===== src/rtl/iorrb_pkg.sv =====
// Package for the in-order release reorder buffer.
// Holds the beat structs, queue command and back-end state types.
// No dependencies.
package iorrb_pkg;

  localparam int SEQ_BITS     = 16;
  localparam int PAYLOAD_BITS = 8;
  localparam int CMDQ_DEPTH   = 2;

  typedef struct packed {
    logic [SEQ_BITS-1:0]     seq_num;
    logic [PAYLOAD_BITS-1:0] payload;
  } in_item_t;

  typedef struct packed {
    logic [PAYLOAD_BITS-1:0] out_payload;
    logic [SEQ_BITS-1:0]     out_seq;
    logic                    last_in_run;
    logic                    rejected;
  } out_item_t;

  typedef enum logic {
    CMD_REJECT,
    CMD_DRAIN
  } cmd_kind_t;

  typedef struct packed {
    cmd_kind_t kind;
    in_item_t  item;
  } cmd_t;

  typedef struct packed {
    logic [SEQ_BITS-1:0] expected_seq;
    logic                drain_done;
  } back_status_t;

  typedef enum logic [1:0] {
    BK_IDLE,
    BK_FETCH,
    BK_EMIT
  } back_state_t;

endpackage


===== src/rtl/in_order_release_reorder_buffer_unit.sv =====
// In-order release reorder buffer. A rejected beat goes through the command queue
// and is loaded as a result once the back end is idle and the result is free.
// An expected beat starts a run; each released item takes a slot RAM read, then
// a result load, and input stays full until the run's last item is loaded.
// A stored beat is only written to the slot RAM. Reset (synchronous) clears valid
// bits, sets the expected number to 1; the payload RAM is not cleared.
module in_order_release_reorder_buffer_unit import iorrb_pkg::*; #(
  parameter int WINDOW = 32
) (
  input  logic      clk,
  input  logic      rst,
  input  logic      push,
  output logic      full,
  input  in_item_t  item,
  output logic      empty,
  input  logic      pop,
  output out_item_t result
);

  localparam int IDX_BITS = $clog2(WINDOW);

  logic                    q_full;
  logic                    q_empty;
  logic                    q_push;
  logic                    q_pop;
  cmd_t                    q_wr_cmd;
  cmd_t                    q_rd_cmd;
  logic                    wr_en;
  logic [IDX_BITS-1:0]     wr_addr;
  logic [PAYLOAD_BITS-1:0] wr_data;
  logic [PAYLOAD_BITS-1:0] rd_data;
  logic [IDX_BITS-1:0]     head;
  back_status_t            status;

  iorrb_front #(.WINDOW(WINDOW)) u_front (
    .clk     (clk),
    .rst     (rst),
    .push    (push),
    .full    (full),
    .item    (item),
    .status  (status),
    .head    (head),
    .q_full  (q_full),
    .q_push  (q_push),
    .q_cmd   (q_wr_cmd),
    .wr_en   (wr_en),
    .wr_addr (wr_addr),
    .wr_data (wr_data)
  );

  iorrb_cmdq u_cmdq (
    .clk     (clk),
    .rst     (rst),
    .wr_en   (q_push),
    .wr_cmd  (q_wr_cmd),
    .q_full  (q_full),
    .rd_en   (q_pop),
    .rd_cmd  (q_rd_cmd),
    .q_empty (q_empty)
  );

  iorrb_ram #(.WIDTH(PAYLOAD_BITS), .DEPTH(WINDOW)) u_slot_ram (
    .clk     (clk),
    .wr_en   (wr_en),
    .wr_addr (wr_addr),
    .wr_data (wr_data),
    .rd_addr (head),
    .rd_data (rd_data)
  );

  iorrb_back #(.WINDOW(WINDOW)) u_back (
    .clk     (clk),
    .rst     (rst),
    .q_empty (q_empty),
    .q_cmd   (q_rd_cmd),
    .q_pop   (q_pop),
    .set_en  (wr_en),
    .set_idx (wr_addr),
    .rd_data (rd_data),
    .head    (head),
    .status  (status),
    .empty   (empty),
    .pop     (pop),
    .result  (result)
  );

`ifndef SYNTH
  a_done_while_locked: assert property (@(posedge clk) disable iff (rst)
    status.drain_done |-> full)
    else $error("run finished while input was not locked");

  a_expected_moves_locked: assert property (@(posedge clk) disable iff (rst)
    (status.expected_seq != $past(status.expected_seq)) |-> $past(full))
    else $error("expected number advanced while input was open");

  a_no_queue_overflow: assert property (@(posedge clk) disable iff (rst)
    q_push |-> !q_full)
    else $error("command queue overflow");

  a_no_queue_underflow: assert property (@(posedge clk) disable iff (rst)
    q_pop |-> !q_empty)
    else $error("command queue underflow");
`endif

endmodule


===== src/rtl/iorrb_ram.sv =====
// Generic single-write, single-read RAM with registered read data.
// No dependencies.
module iorrb_ram #(
  parameter int WIDTH = 8,
  parameter int DEPTH = 32
) (
  input  logic                     clk,
  input  logic                     wr_en,
  input  logic [$clog2(DEPTH)-1:0] wr_addr,
  input  logic [WIDTH-1:0]         wr_data,
  input  logic [$clog2(DEPTH)-1:0] rd_addr,
  output logic [WIDTH-1:0]         rd_data
);

  logic [WIDTH-1:0] mem [DEPTH];

  always_ff @(posedge clk) begin
    if (wr_en) begin
      mem[wr_addr] <= wr_data;
    end
    rd_data <= mem[rd_addr];
  end

endmodule


===== src/rtl/iorrb_cmdq.sv =====
// Short command queue between the front and back ends.
// Depends on iorrb_pkg for cmd_t and the queue depth.
module iorrb_cmdq import iorrb_pkg::*; (
  input  logic clk,
  input  logic rst,
  input  logic wr_en,
  input  cmd_t wr_cmd,
  output logic q_full,
  input  logic rd_en,
  output cmd_t rd_cmd,
  output logic q_empty
);

  localparam int PTR_BITS = $clog2(CMDQ_DEPTH);

  cmd_t                entries [CMDQ_DEPTH];
  logic [PTR_BITS-1:0] wr_ptr;
  logic [PTR_BITS-1:0] rd_ptr;
  logic [PTR_BITS:0]   count;

  assign q_full  = (count == (PTR_BITS+1)'(CMDQ_DEPTH));
  assign q_empty = (count == '0);
  assign rd_cmd  = entries[rd_ptr];

  always_ff @(posedge clk) begin
    if (wr_en) begin
      entries[wr_ptr] <= wr_cmd;
    end
  end

  always_ff @(posedge clk) begin
    if (rst) begin
      wr_ptr <= '0;
      rd_ptr <= '0;
      count  <= '0;
    end else begin
      if (wr_en) begin
        wr_ptr <= (wr_ptr == PTR_BITS'(CMDQ_DEPTH - 1)) ? '0 : wr_ptr + 1'b1;
      end
      if (rd_en) begin
        rd_ptr <= (rd_ptr == PTR_BITS'(CMDQ_DEPTH - 1)) ? '0 : rd_ptr + 1'b1;
      end
      count <= count + (PTR_BITS+1)'(wr_en) - (PTR_BITS+1)'(rd_en);
    end
  end

endmodule


===== src/rtl/iorrb_front.sv =====
// Front end: accepts input beats, applies the window test, stores in-window
// payloads and queues reject and drain commands. Depends on iorrb_pkg.
module iorrb_front import iorrb_pkg::*; #(
  parameter int WINDOW = 32
) (
  input  logic                      clk,
  input  logic                      rst,
  input  logic                      push,
  output logic                      full,
  input  in_item_t                  item,
  input  back_status_t              status,
  input  logic [$clog2(WINDOW)-1:0] head,
  input  logic                      q_full,
  output logic                      q_push,
  output cmd_t                      q_cmd,
  output logic                      wr_en,
  output logic [$clog2(WINDOW)-1:0] wr_addr,
  output logic [PAYLOAD_BITS-1:0]   wr_data
);

  localparam int IDX_BITS = $clog2(WINDOW);
  localparam logic [SEQ_BITS:0] WIN_SEQ = (SEQ_BITS+1)'(WINDOW);
  localparam logic [IDX_BITS:0] WIN_IDX = (IDX_BITS+1)'(WINDOW);

  logic                busy;
  logic                accept;
  logic [SEQ_BITS-1:0] seq_dist;
  logic                in_win;
  logic                is_expected;
  logic [IDX_BITS:0]   idx_sum;

  assign full        = busy || q_full;
  assign accept      = push && !full;
  assign seq_dist    = item.seq_num - status.expected_seq;
  assign in_win      = {1'b0, seq_dist} < WIN_SEQ;
  assign is_expected = (seq_dist == '0);
  assign idx_sum     = {1'b0, head} + {1'b0, seq_dist[IDX_BITS-1:0]};

  always_comb begin
    wr_addr = (idx_sum >= WIN_IDX) ? IDX_BITS'(idx_sum - WIN_IDX) : idx_sum[IDX_BITS-1:0];
  end

  assign wr_en      = accept && in_win;
  assign wr_data    = item.payload;
  assign q_push     = accept && (!in_win || is_expected);
  assign q_cmd.kind = in_win ? CMD_DRAIN : CMD_REJECT;
  assign q_cmd.item = item;

  // hold the input from the expected beat until its run has drained
  always_ff @(posedge clk) begin
    if (rst) begin
      busy <= 1'b0;
    end else if (accept && in_win && is_expected) begin
      busy <= 1'b1;
    end else if (status.drain_done) begin
      busy <= 1'b0;
    end
  end

endmodule


===== src/rtl/iorrb_back.sv =====
// Back end: executes queued commands, releases runs from the slot RAM in
// order and holds the result register. Depends on iorrb_pkg.
module iorrb_back import iorrb_pkg::*; #(
  parameter int WINDOW = 32
) (
  input  logic                      clk,
  input  logic                      rst,
  input  logic                      q_empty,
  input  cmd_t                      q_cmd,
  output logic                      q_pop,
  input  logic                      set_en,
  input  logic [$clog2(WINDOW)-1:0] set_idx,
  input  logic [PAYLOAD_BITS-1:0]   rd_data,
  output logic [$clog2(WINDOW)-1:0] head,
  output back_status_t              status,
  output logic                      empty,
  input  logic                      pop,
  output out_item_t                 result
);

  localparam int IDX_BITS = $clog2(WINDOW);

  back_state_t         state;
  back_state_t         state_next;
  logic [WINDOW-1:0]   slot_valid;
  logic [IDX_BITS-1:0] head_inc;
  logic [SEQ_BITS-1:0] expected_seq;
  logic                out_valid;
  logic                out_free;
  logic                load_reject;
  logic                load_run;
  logic                run_last;

  assign head_inc     = (head == IDX_BITS'(WINDOW - 1)) ? '0 : head + 1'b1;
  assign out_free     = !out_valid || pop;
  assign run_last     = !slot_valid[head_inc];
  assign empty        = !out_valid;

  always_comb begin
    state_next          = state;
    q_pop               = 1'b0;
    load_reject         = 1'b0;
    load_run            = 1'b0;
    status.expected_seq = expected_seq;
    status.drain_done   = 1'b0;
    unique case (state)
      BK_IDLE: begin
        if (!q_empty) begin
          if (q_cmd.kind == CMD_REJECT) begin
            if (out_free) begin
              q_pop       = 1'b1;
              load_reject = 1'b1;
            end
          end else begin
            q_pop      = 1'b1;
            state_next = BK_FETCH;
          end
        end
      end
      BK_FETCH: begin
        state_next = BK_EMIT;
      end
      BK_EMIT: begin
        if (out_free) begin
          load_run = 1'b1;
          if (run_last) begin
            status.drain_done = 1'b1;
            state_next        = BK_IDLE;
          end else begin
            state_next = BK_FETCH;
          end
        end
      end
      default: begin
        state_next = BK_IDLE;
      end
    endcase
  end

  always_ff @(posedge clk) begin
    if (rst) begin
      state <= BK_IDLE;
    end else begin
      state <= state_next;
    end
  end

  always_ff @(posedge clk) begin
    if (rst) begin
      slot_valid   <= '0;
      head         <= IDX_BITS'(1 % WINDOW);
      expected_seq <= SEQ_BITS'(1);
    end else begin
      if (set_en) begin
        slot_valid[set_idx] <= 1'b1;
      end
      if (load_run) begin
        slot_valid[head] <= 1'b0;
        head             <= head_inc;
        expected_seq     <= expected_seq + 1'b1;
      end
    end
  end

  always_ff @(posedge clk) begin
    if (rst) begin
      out_valid <= 1'b0;
    end else if (load_reject || load_run) begin
      out_valid <= 1'b1;
    end else if (pop) begin
      out_valid <= 1'b0;
    end
  end

  always_ff @(posedge clk) begin
    if (load_reject) begin
      result.out_payload <= q_cmd.item.payload;
      result.out_seq     <= q_cmd.item.seq_num;
      result.last_in_run <= 1'b0;
      result.rejected    <= 1'b1;
    end else if (load_run) begin
      result.out_payload <= rd_data;
      result.out_seq     <= expected_seq;
      result.last_in_run <= run_last;
      result.rejected    <= 1'b0;
    end
  end

endmodule


===== config.mk =====
export PLATFORM = sky130hd
export DESIGN_NAME = in_order_release_reorder_buffer_unit
export DESIGN_NICKNAME = d
export VERILOG_FILES = /design/src/rtl/iorrb_pkg.sv /design/src/rtl/in_order_release_reorder_buffer_unit.sv /design/src/rtl/iorrb_ram.sv /design/src/rtl/iorrb_cmdq.sv /design/src/rtl/iorrb_front.sv /design/src/rtl/iorrb_back.sv
export SDC_FILE = /design/constraint.sdc
export NUM_CORES = 1
export LEC_CHECK = 0
export ABC_AREA = 0
export BUFFER_PORTS_ARGS = -buffer_cell sky130_fd_sc_hd__buf_2
export CORE_ASPECT_RATIO = 0.75
export CORE_MARGIN = 2
export CORE_UTILIZATION = 50
export DETAILED_ROUTE_END_ITERATION = 8
export PLACE_DENSITY_LB_ADDON = 0.25
export SLEW_MARGIN = 15
export SYNTH_ARGS = -nofsm -noshare
export SYNTH_HDL_FRONTEND = slang
export SYNTH_SLANG_ARGS = --single-unit
export TNS_END_PERCENT = 30

===== constraint.sdc =====
create_clock -name clk -period 3.8 [get_ports clk]
set_input_delay 0.38 -clock clk [delete_from_list [all_inputs] [get_ports clk]]
set_output_delay 0.38 -clock clk [all_outputs]
set_load 0.01 [all_outputs]

Yosys cells after proc, flatten, opt, wreduce, memory -nomap -nowiden
Memories as Yosys holds them, arrays and structs flattened. A register that Yosys moved wholly into a read port is not among the register bits.
Cells that the tools add are included.
{"block": "totals", "output_inout_bits": 28, "inputBits": 28, "ramBits": 306, "word_cells": 104, "register_bits": 87, "mem_count": 2}
{"name": "u_slot_ram.mem", "depth": 32, "width": 8, "read_ports": 1, "rd_clocked_by_memory_dff": 1, "wr": 1, "line": "iorrb_ram.sv:15", "text": "logic [WIDTH-1:0] mem [DEPTH];"}
{"name": "u_cmdq.entries", "depth": 2, "width": 25, "read_ports": 1, "rd_clocked_by_memory_dff": 1, "wr": 1, "line": "iorrb_cmdq.sv:16", "text": "cmd_t entries [CMDQ_DEPTH];"}
{"block": "classes", "n_mux": 42, "n_eq_ne": 7, "magnitude_cmp": 7, "reduce_logical": 21, "add_sub_neg": 9, "bitwise": 3}
{"operator": "$mux 32", "count": 3}
{"operator": "$mux 26", "count": 2}
{"operator": "$and 32x32->32", "count": 1}
{"operator": "$not 32->32", "count": 1}
{"operator": "$or 32x32->32", "count": 1}
{"operator": "$mux 1", "count": 28}
{"operator": "$lt 5x6->1 const B", "count": 3}
{"operator": "$add 16x1->16 const B", "count": 1}
{"operator": "$logic_not 16->1", "count": 1}
{"operator": "$lt 16x6->1 const B", "count": 1}
{"operator": "$sub 16x16->16", "count": 1}
{"operator": "$demux 1 s5", "count": 2}
{"operator": "$ge 5x1->1 const B", "count": 2}
{"operator": "$mux 5", "count": 2}
{"operator": "$add 5x5->6", "count": 1}
{"operator": "$ge 6x6->1 const B", "count": 1}
{"operator": "$logic_and 1x1->1", "count": 6}
{"operator": "$mux 2", "count": 3}
{"operator": "$pmux 2 s3", "count": 1}
{"operator": "$reduce_bool 2->1", "count": 3}
{"operator": "$add 5x1->5 const B", "count": 1}
{"operator": "$bmux 1 s5", "count": 1}
{"operator": "$eq 5x5->1 const B", "count": 1}
{"operator": "$sub 5x1->5 const B", "count": 1}
{"operator": "other kinds (11)", "count": 21}

Logic depth before layout (Yosys ltp)
{"block": "depth", "word_depth": 13, "ltp_mapped": 18, "mapped_depth_nobuf": 18}

Modules after synthesis
A second synthesis with hierarchy kept.
{"block": "unflattened", "cells_unflattened": 1103, "area_unflattened_um2": 17478.0}
{"mod": "iorrb_ram", "seq_area_each_um2": 7847.5, "cells_each": 417, "area_each_um2": 10053.4, "instances": 1}
{"mod": "iorrb_back", "seq_area_each_um2": 1881.8, "cells_each": 369, "area_each_um2": 3761.1, "instances": 1}
{"mod": "iorrb_cmdq", "seq_area_each_um2": 1601.5, "cells_each": 99, "area_each_um2": 2125.8, "instances": 1}
{"mod": "iorrb_front", "seq_area_each_um2": 20.0, "cells_each": 218, "area_each_um2": 1537.7, "instances": 1}

Least setup slack after synthesis
Ideal clock, no wire load.
{"block": "synth_timing", "path_type": "input to register", "from": "input port item[8] in the netlist's numbering", "to": "register u_cmdq.count[1]", "setup_ps": 128, "t_required_ps": 3672, "path_buffers": 0, "t_arrival_ps": 3667, "slack_ps": 5, "path_stages": 17, "path_cell_list": "inv_1 ha_1 inv_1 fa_1 a21o_1 a221oi_2 xnor2_1 or4_4 a2111oi_4 nand3_1 o31ai_1 ha_1 inv_1 ha_1 xor2_1 xnor2_1 nor2_1"}
{"block": "synth_between", "elab_chain_len": 7, "word_cells_on_any_way": 8, "cone_classes": "add/sub: 3; order compare: 1; reduce/logical: 4"}
{"element": "from (decl)", "line": "in_order_release_reorder_buffer_unit.sv:14", "text": "input in_item_t item,"}
{"element": "$sub 16x16->16 *", "line": "iorrb_front.sv:34", "text": "assign seq_dist = item.seq_num - status.expected_seq;"}
{"element": "$lt 16x6->1", "line": "iorrb_front.sv:35", "text": "assign in_win = {1'b0, seq_dist} < WIN_SEQ;"}
{"element": "$logic_not 1->1", "line": "iorrb_front.sv:45", "text": "assign q_push = accept && (!in_win || is_expected);"}
{"element": "$logic_or 1x1->1 *", "line": "iorrb_front.sv:45"}
{"element": "$logic_and 1x1->1 *", "line": "iorrb_front.sv:45"}
{"element": "$add 2x1->2 *", "line": "iorrb_cmdq.sv:43", "text": "count <= count + (PTR_BITS+1)'(wr_en) - (PTR_BITS+1)'(rd_en);"}
{"element": "$sub 2x1->2 *", "line": "iorrb_cmdq.sv:43"}
{"element": "to (signal assigned)", "line": "iorrb_cmdq.sv:43"}
{"element": "to (decl)", "line": "iorrb_cmdq.sv:19", "text": "logic [PTR_BITS:0] count;"}
Mark *: on every way between the ends. The rest lies on a longest branch, timed or not.
A chain may end at the register's enable or synchronous reset.

Worst setup path after layout
{"block": "layout_timing", "from": "register u_back.expected_seq[5]", "to": "register u_cmdq.count[1]"}
{"block": "layout_between", "elab_chain_len": 7, "word_cells_on_any_way": 8, "cone_classes": "add/sub: 3; order compare: 1; reduce/logical: 4"}
{"element": "from (decl)", "line": "iorrb_back.sv:27", "text": "logic [SEQ_BITS-1:0] expected_seq;"}
{"element": "from (signal assigned)", "line": "iorrb_back.sv:100", "text": "expected_seq <= expected_seq + 1'b1;"}
{"element": "$sub 16x16->16 *", "line": "iorrb_front.sv:34"}
{"element": "$lt 16x6->1", "line": "iorrb_front.sv:35"}
{"element": "$logic_not 1->1", "line": "iorrb_front.sv:45"}
{"element": "$logic_or 1x1->1 *", "line": "iorrb_front.sv:45"}
{"element": "$logic_and 1x1->1 *", "line": "iorrb_front.sv:45"}
{"element": "$add 2x1->2 *", "line": "iorrb_cmdq.sv:43"}
{"element": "$sub 2x1->2 *", "line": "iorrb_cmdq.sv:43"}
Marks and branches as above.

==> flow_summary.ini <==
[clocking]
worstSkewPairLatency_ps = 560
cts_max_level = 2
cts_tree = done
clkSlewWorstSetupHoldPaths_ps = 60
clockRootBuffer = clkbuf_16
cts_buffer_depth = 3
clock_sinks = 402
cts_bufs_inserted = 39
cts-hold-fix-buffers = 0

[routing]
drt-pass1-iter-count = 5
post-route-drc-count = 0
routedWlPerCell_um = 22.1
via_count = 10351
overall_routed_net_length_um = 39200
post_drt_via_cell_ratio = 5.84
drt.antenna.violating_nets = 0
detail_route.iter0.violations = 1031

[synth]
ys_types = 67
synth.net_count = 1221
synth_warnings = 0
ys_ff_latch = 402
synthesis.area_mm2 = 0.0172
async_flop_share_pct = 0
synth-edff-count = 330
ys_seq_area_share_pct = 66.0
synth_area_per_cell_um2 = 14.8
postSynthCellCount = 1164
yosys_most_used_dff = edfxtp_1

[setup_path]
timing.critical_path.arrival_ps = 4060
r2r_start = u_back.expected_seq[5]
required_ps = 4210
critical_path_class = reg2reg
r2r_slack_ps = 150
crit_path_end_kind = flip-flop
crit_start = u_back.expected_seq[5]
startpoint_type_of_the_worst_setup_path = flip-flop
critPathMaxFanout = 3

[final_layout]
area.growth.synth_to_final_pct = 15.0
nFillCells = 2593
mostFrequentLayoutCell = edfxtp_1
drive_above_1_share_pct = 22.9
final_cell_count_no_fill = 1771
layout.nets = 1348
count_of_antenna_diodes_in_the_layout = 0
final_core_utilization_pct = 58.6
most_frequent_cells_in_the_layout = edfxtp_1, nor2_1, a21oi_1

[sta]
final_hold_viol_count = 0
max_clock_freq_ghz = 0.274
post-route-worst-setup-slack_ps = 150
fin_setup_tns_ps = 0
setup_repair_after_global_routing_missed_its_margin = yes
finalSetupViolCount = 0
timing.clock.skew_ps = 27.2
timing.final.crit_period_ps = 3650
drv_slew = 0
max_slew_margin_pct = 30.3
fin_crit_sh_pct = 96.0
fin_worst_hold_slack_ps = 40.7
tightestPinTransition_ps = 1040

[status]
run_status = finished, final reports clean

[die]
start_util_pct = 51.0
fp.dieArea_mm2 = 0.0359
standard_cell_row_count = 58
pin_count = 56
placeableCoreArea_mm2 = 0.0337
die_y_um = 165
chipWidth_um = 218

[power_and_ir_drop]
ir_drop_uv = 414
p_leak_uw = 0.00664
power_density_relative_to_cell_area_mw_per_mm2 = 544

[worst_hold_path]
worst_hold_path_type = in2reg
hold_path.startpoint = item[22]

[placement]
place_hpwl_um = 25300
placed_cells = 1700
detailedPlace.worstSlack_ps = -199
finalWeightedCongestion = 0.870
input_output_buffers = 55

[global_routing]
global_route.usage.total_pct = 22.4
first_global_vias = 10191
largest_net_degree_at_the_start_of_global_routing = 38
global_route.overflow_total = 0
grt_first_pass_wirelength_um = 60100
grt_antenna_before_repair = 0

[flow_run]
cap_viol_max_count = 0
through the flow:
step / total power, uW / area (um2)
floorplan: 6440 / 17200
global placement: 7040 / 18500
detailed placement: 7070 / 18500
CTS: 10800 / 19800
global route: 11200 / 19800
finish: 10800 / 19800
registers in the layout, indices dropped and copies added (netlist names), named ones only:
name	flops
u_back.state	2
u_back.result	26
u_back.slot_valid	32
u_cmdq.rd_ptr	1
u_cmdq.entries	50
u_back.out_valid	1
u_back.expected_seq	16
u_slot_ram.mem	256
u_front.busy	1
u_slot_ram.rd_data	8
u_back.head	5
u_cmdq.wr_ptr	1
u_cmdq.count	2
worst paths after layout:
check / endpoint / cells after the start
worst max-delay path: u_cmdq.count[1] / 17
worst min-delay path: u_cmdq.entries[1][22] / 1
worst max register to register: u_cmdq.count[1] / 17
worst min register to register: u_back.result[0] / 2
layout make-up:
type / count / area (um2) / area share [%]
timing repair buffer: 140 / 963 / 4.87
clock inverter: 22 / 201 / 1.02
clock buffer: 49 / 1030 / 5.23
tap: 450 / 563 / 2.85
sequential: 402 / 11400 / 57.4
multi-input combinational: 639 / 5400 / 27.3
inverter: 69 / 259 / 1.31
routing by layer:
| metal | GRT usage (%) | wire [um] | vias to the layer above |
|---|---|---|---|
| li1 | - | - | 4719 |
| met1 | 34.1 | 18300 | 5220 |
| met2 | 32.9 | 17000 | 357 |
| met3 | 4.81 | 3100 | 55 |
| met4 | 5.94 | 784 | 0 |
| met5 | 0 | 0 | - |
cells in the mapped netlist, types with 4 or more instances:
master,instances,area share (%)
edfxtp_1,330,58
nor2_1,93,2.0
a21oi_1,87,2.5
mux4_2,77,10
dfxtp_1,72,8.4
inv_1,68,1.5
nand2_1,59,1.3
o21ai_0,57,1.7
clkbuf_1,37,0.81
mux2i_1,31,1.8
ha_1,27,2.0
xnor2_1,23,1.2
o22ai_1,18,0.65
nor3_1,14,0.41
buf_1,13,0.28
nand2b_1,12,0.44
nand3_1,11,0.32
mux2_2,9,0.59
a21o_1,8,0.35
nor4_1,7,0.25
o211ai_1,7,0.31
xor2_1,7,0.36
nor2b_1,6,0.22
a211o_1,5,0.25
a221oi_1,4,0.20
and3_1,4,0.15
nand3_2,4,0.23
nand4_1,4,0.15
nand4_4,4,0.49
o221ai_1,4,0.20
or3_1,4,0.15
cell families after synthesis:
| group | Yosys count | share of synthesized area [%] |
|---|---|---|
| AO/OA/AOI/OAI | 225 | 8.09 |
| XOR/XNOR | 32 | 1.80 |
| adder cells (fa/ha/maj) | 29 | 2.20 |
| buffers and inverters | 123 | 2.75 |
| flip-flops | 402 | 66.0 |
| multiplexers | 117 | 12.5 |
| AND/OR/NAND/NOR | 236 | 6.73 |
report_power, final:
group	switching, uW	internal [uW]	leakage (uW)
clock network	1630	2150	0.000603
registers	73.8	5080	0.00358
logic	1130	700	0.00245
total	2830	7930	0.00664
repair_timing:
| action | CTS | global route |
|---|---|---|
| gates resized for setup | 0 | 3 |
| hold endpoints to repair | 0 | 0 |
| endpoints found under the setup margin | 0 | 156 |
| buffers inserted | 0 | 0 |
worst max-delay path: stages, from the launching register on:
cell,delay [ps]
dfxtp_1,370
inv_1,80
ha_1,290
and3_1,190
a221oi_2,80
buf_4,150
o32ai_2,290
nor4bb_1,90
or4_4,550
a2111oi_4,240
nand3_1,160
o31ai_2,200
ha_1,250
inv_1,60
ha_1,150
xor2_1,180
xnor2_1,140
nor2_1,60
(Power assumes the default switching activity.)
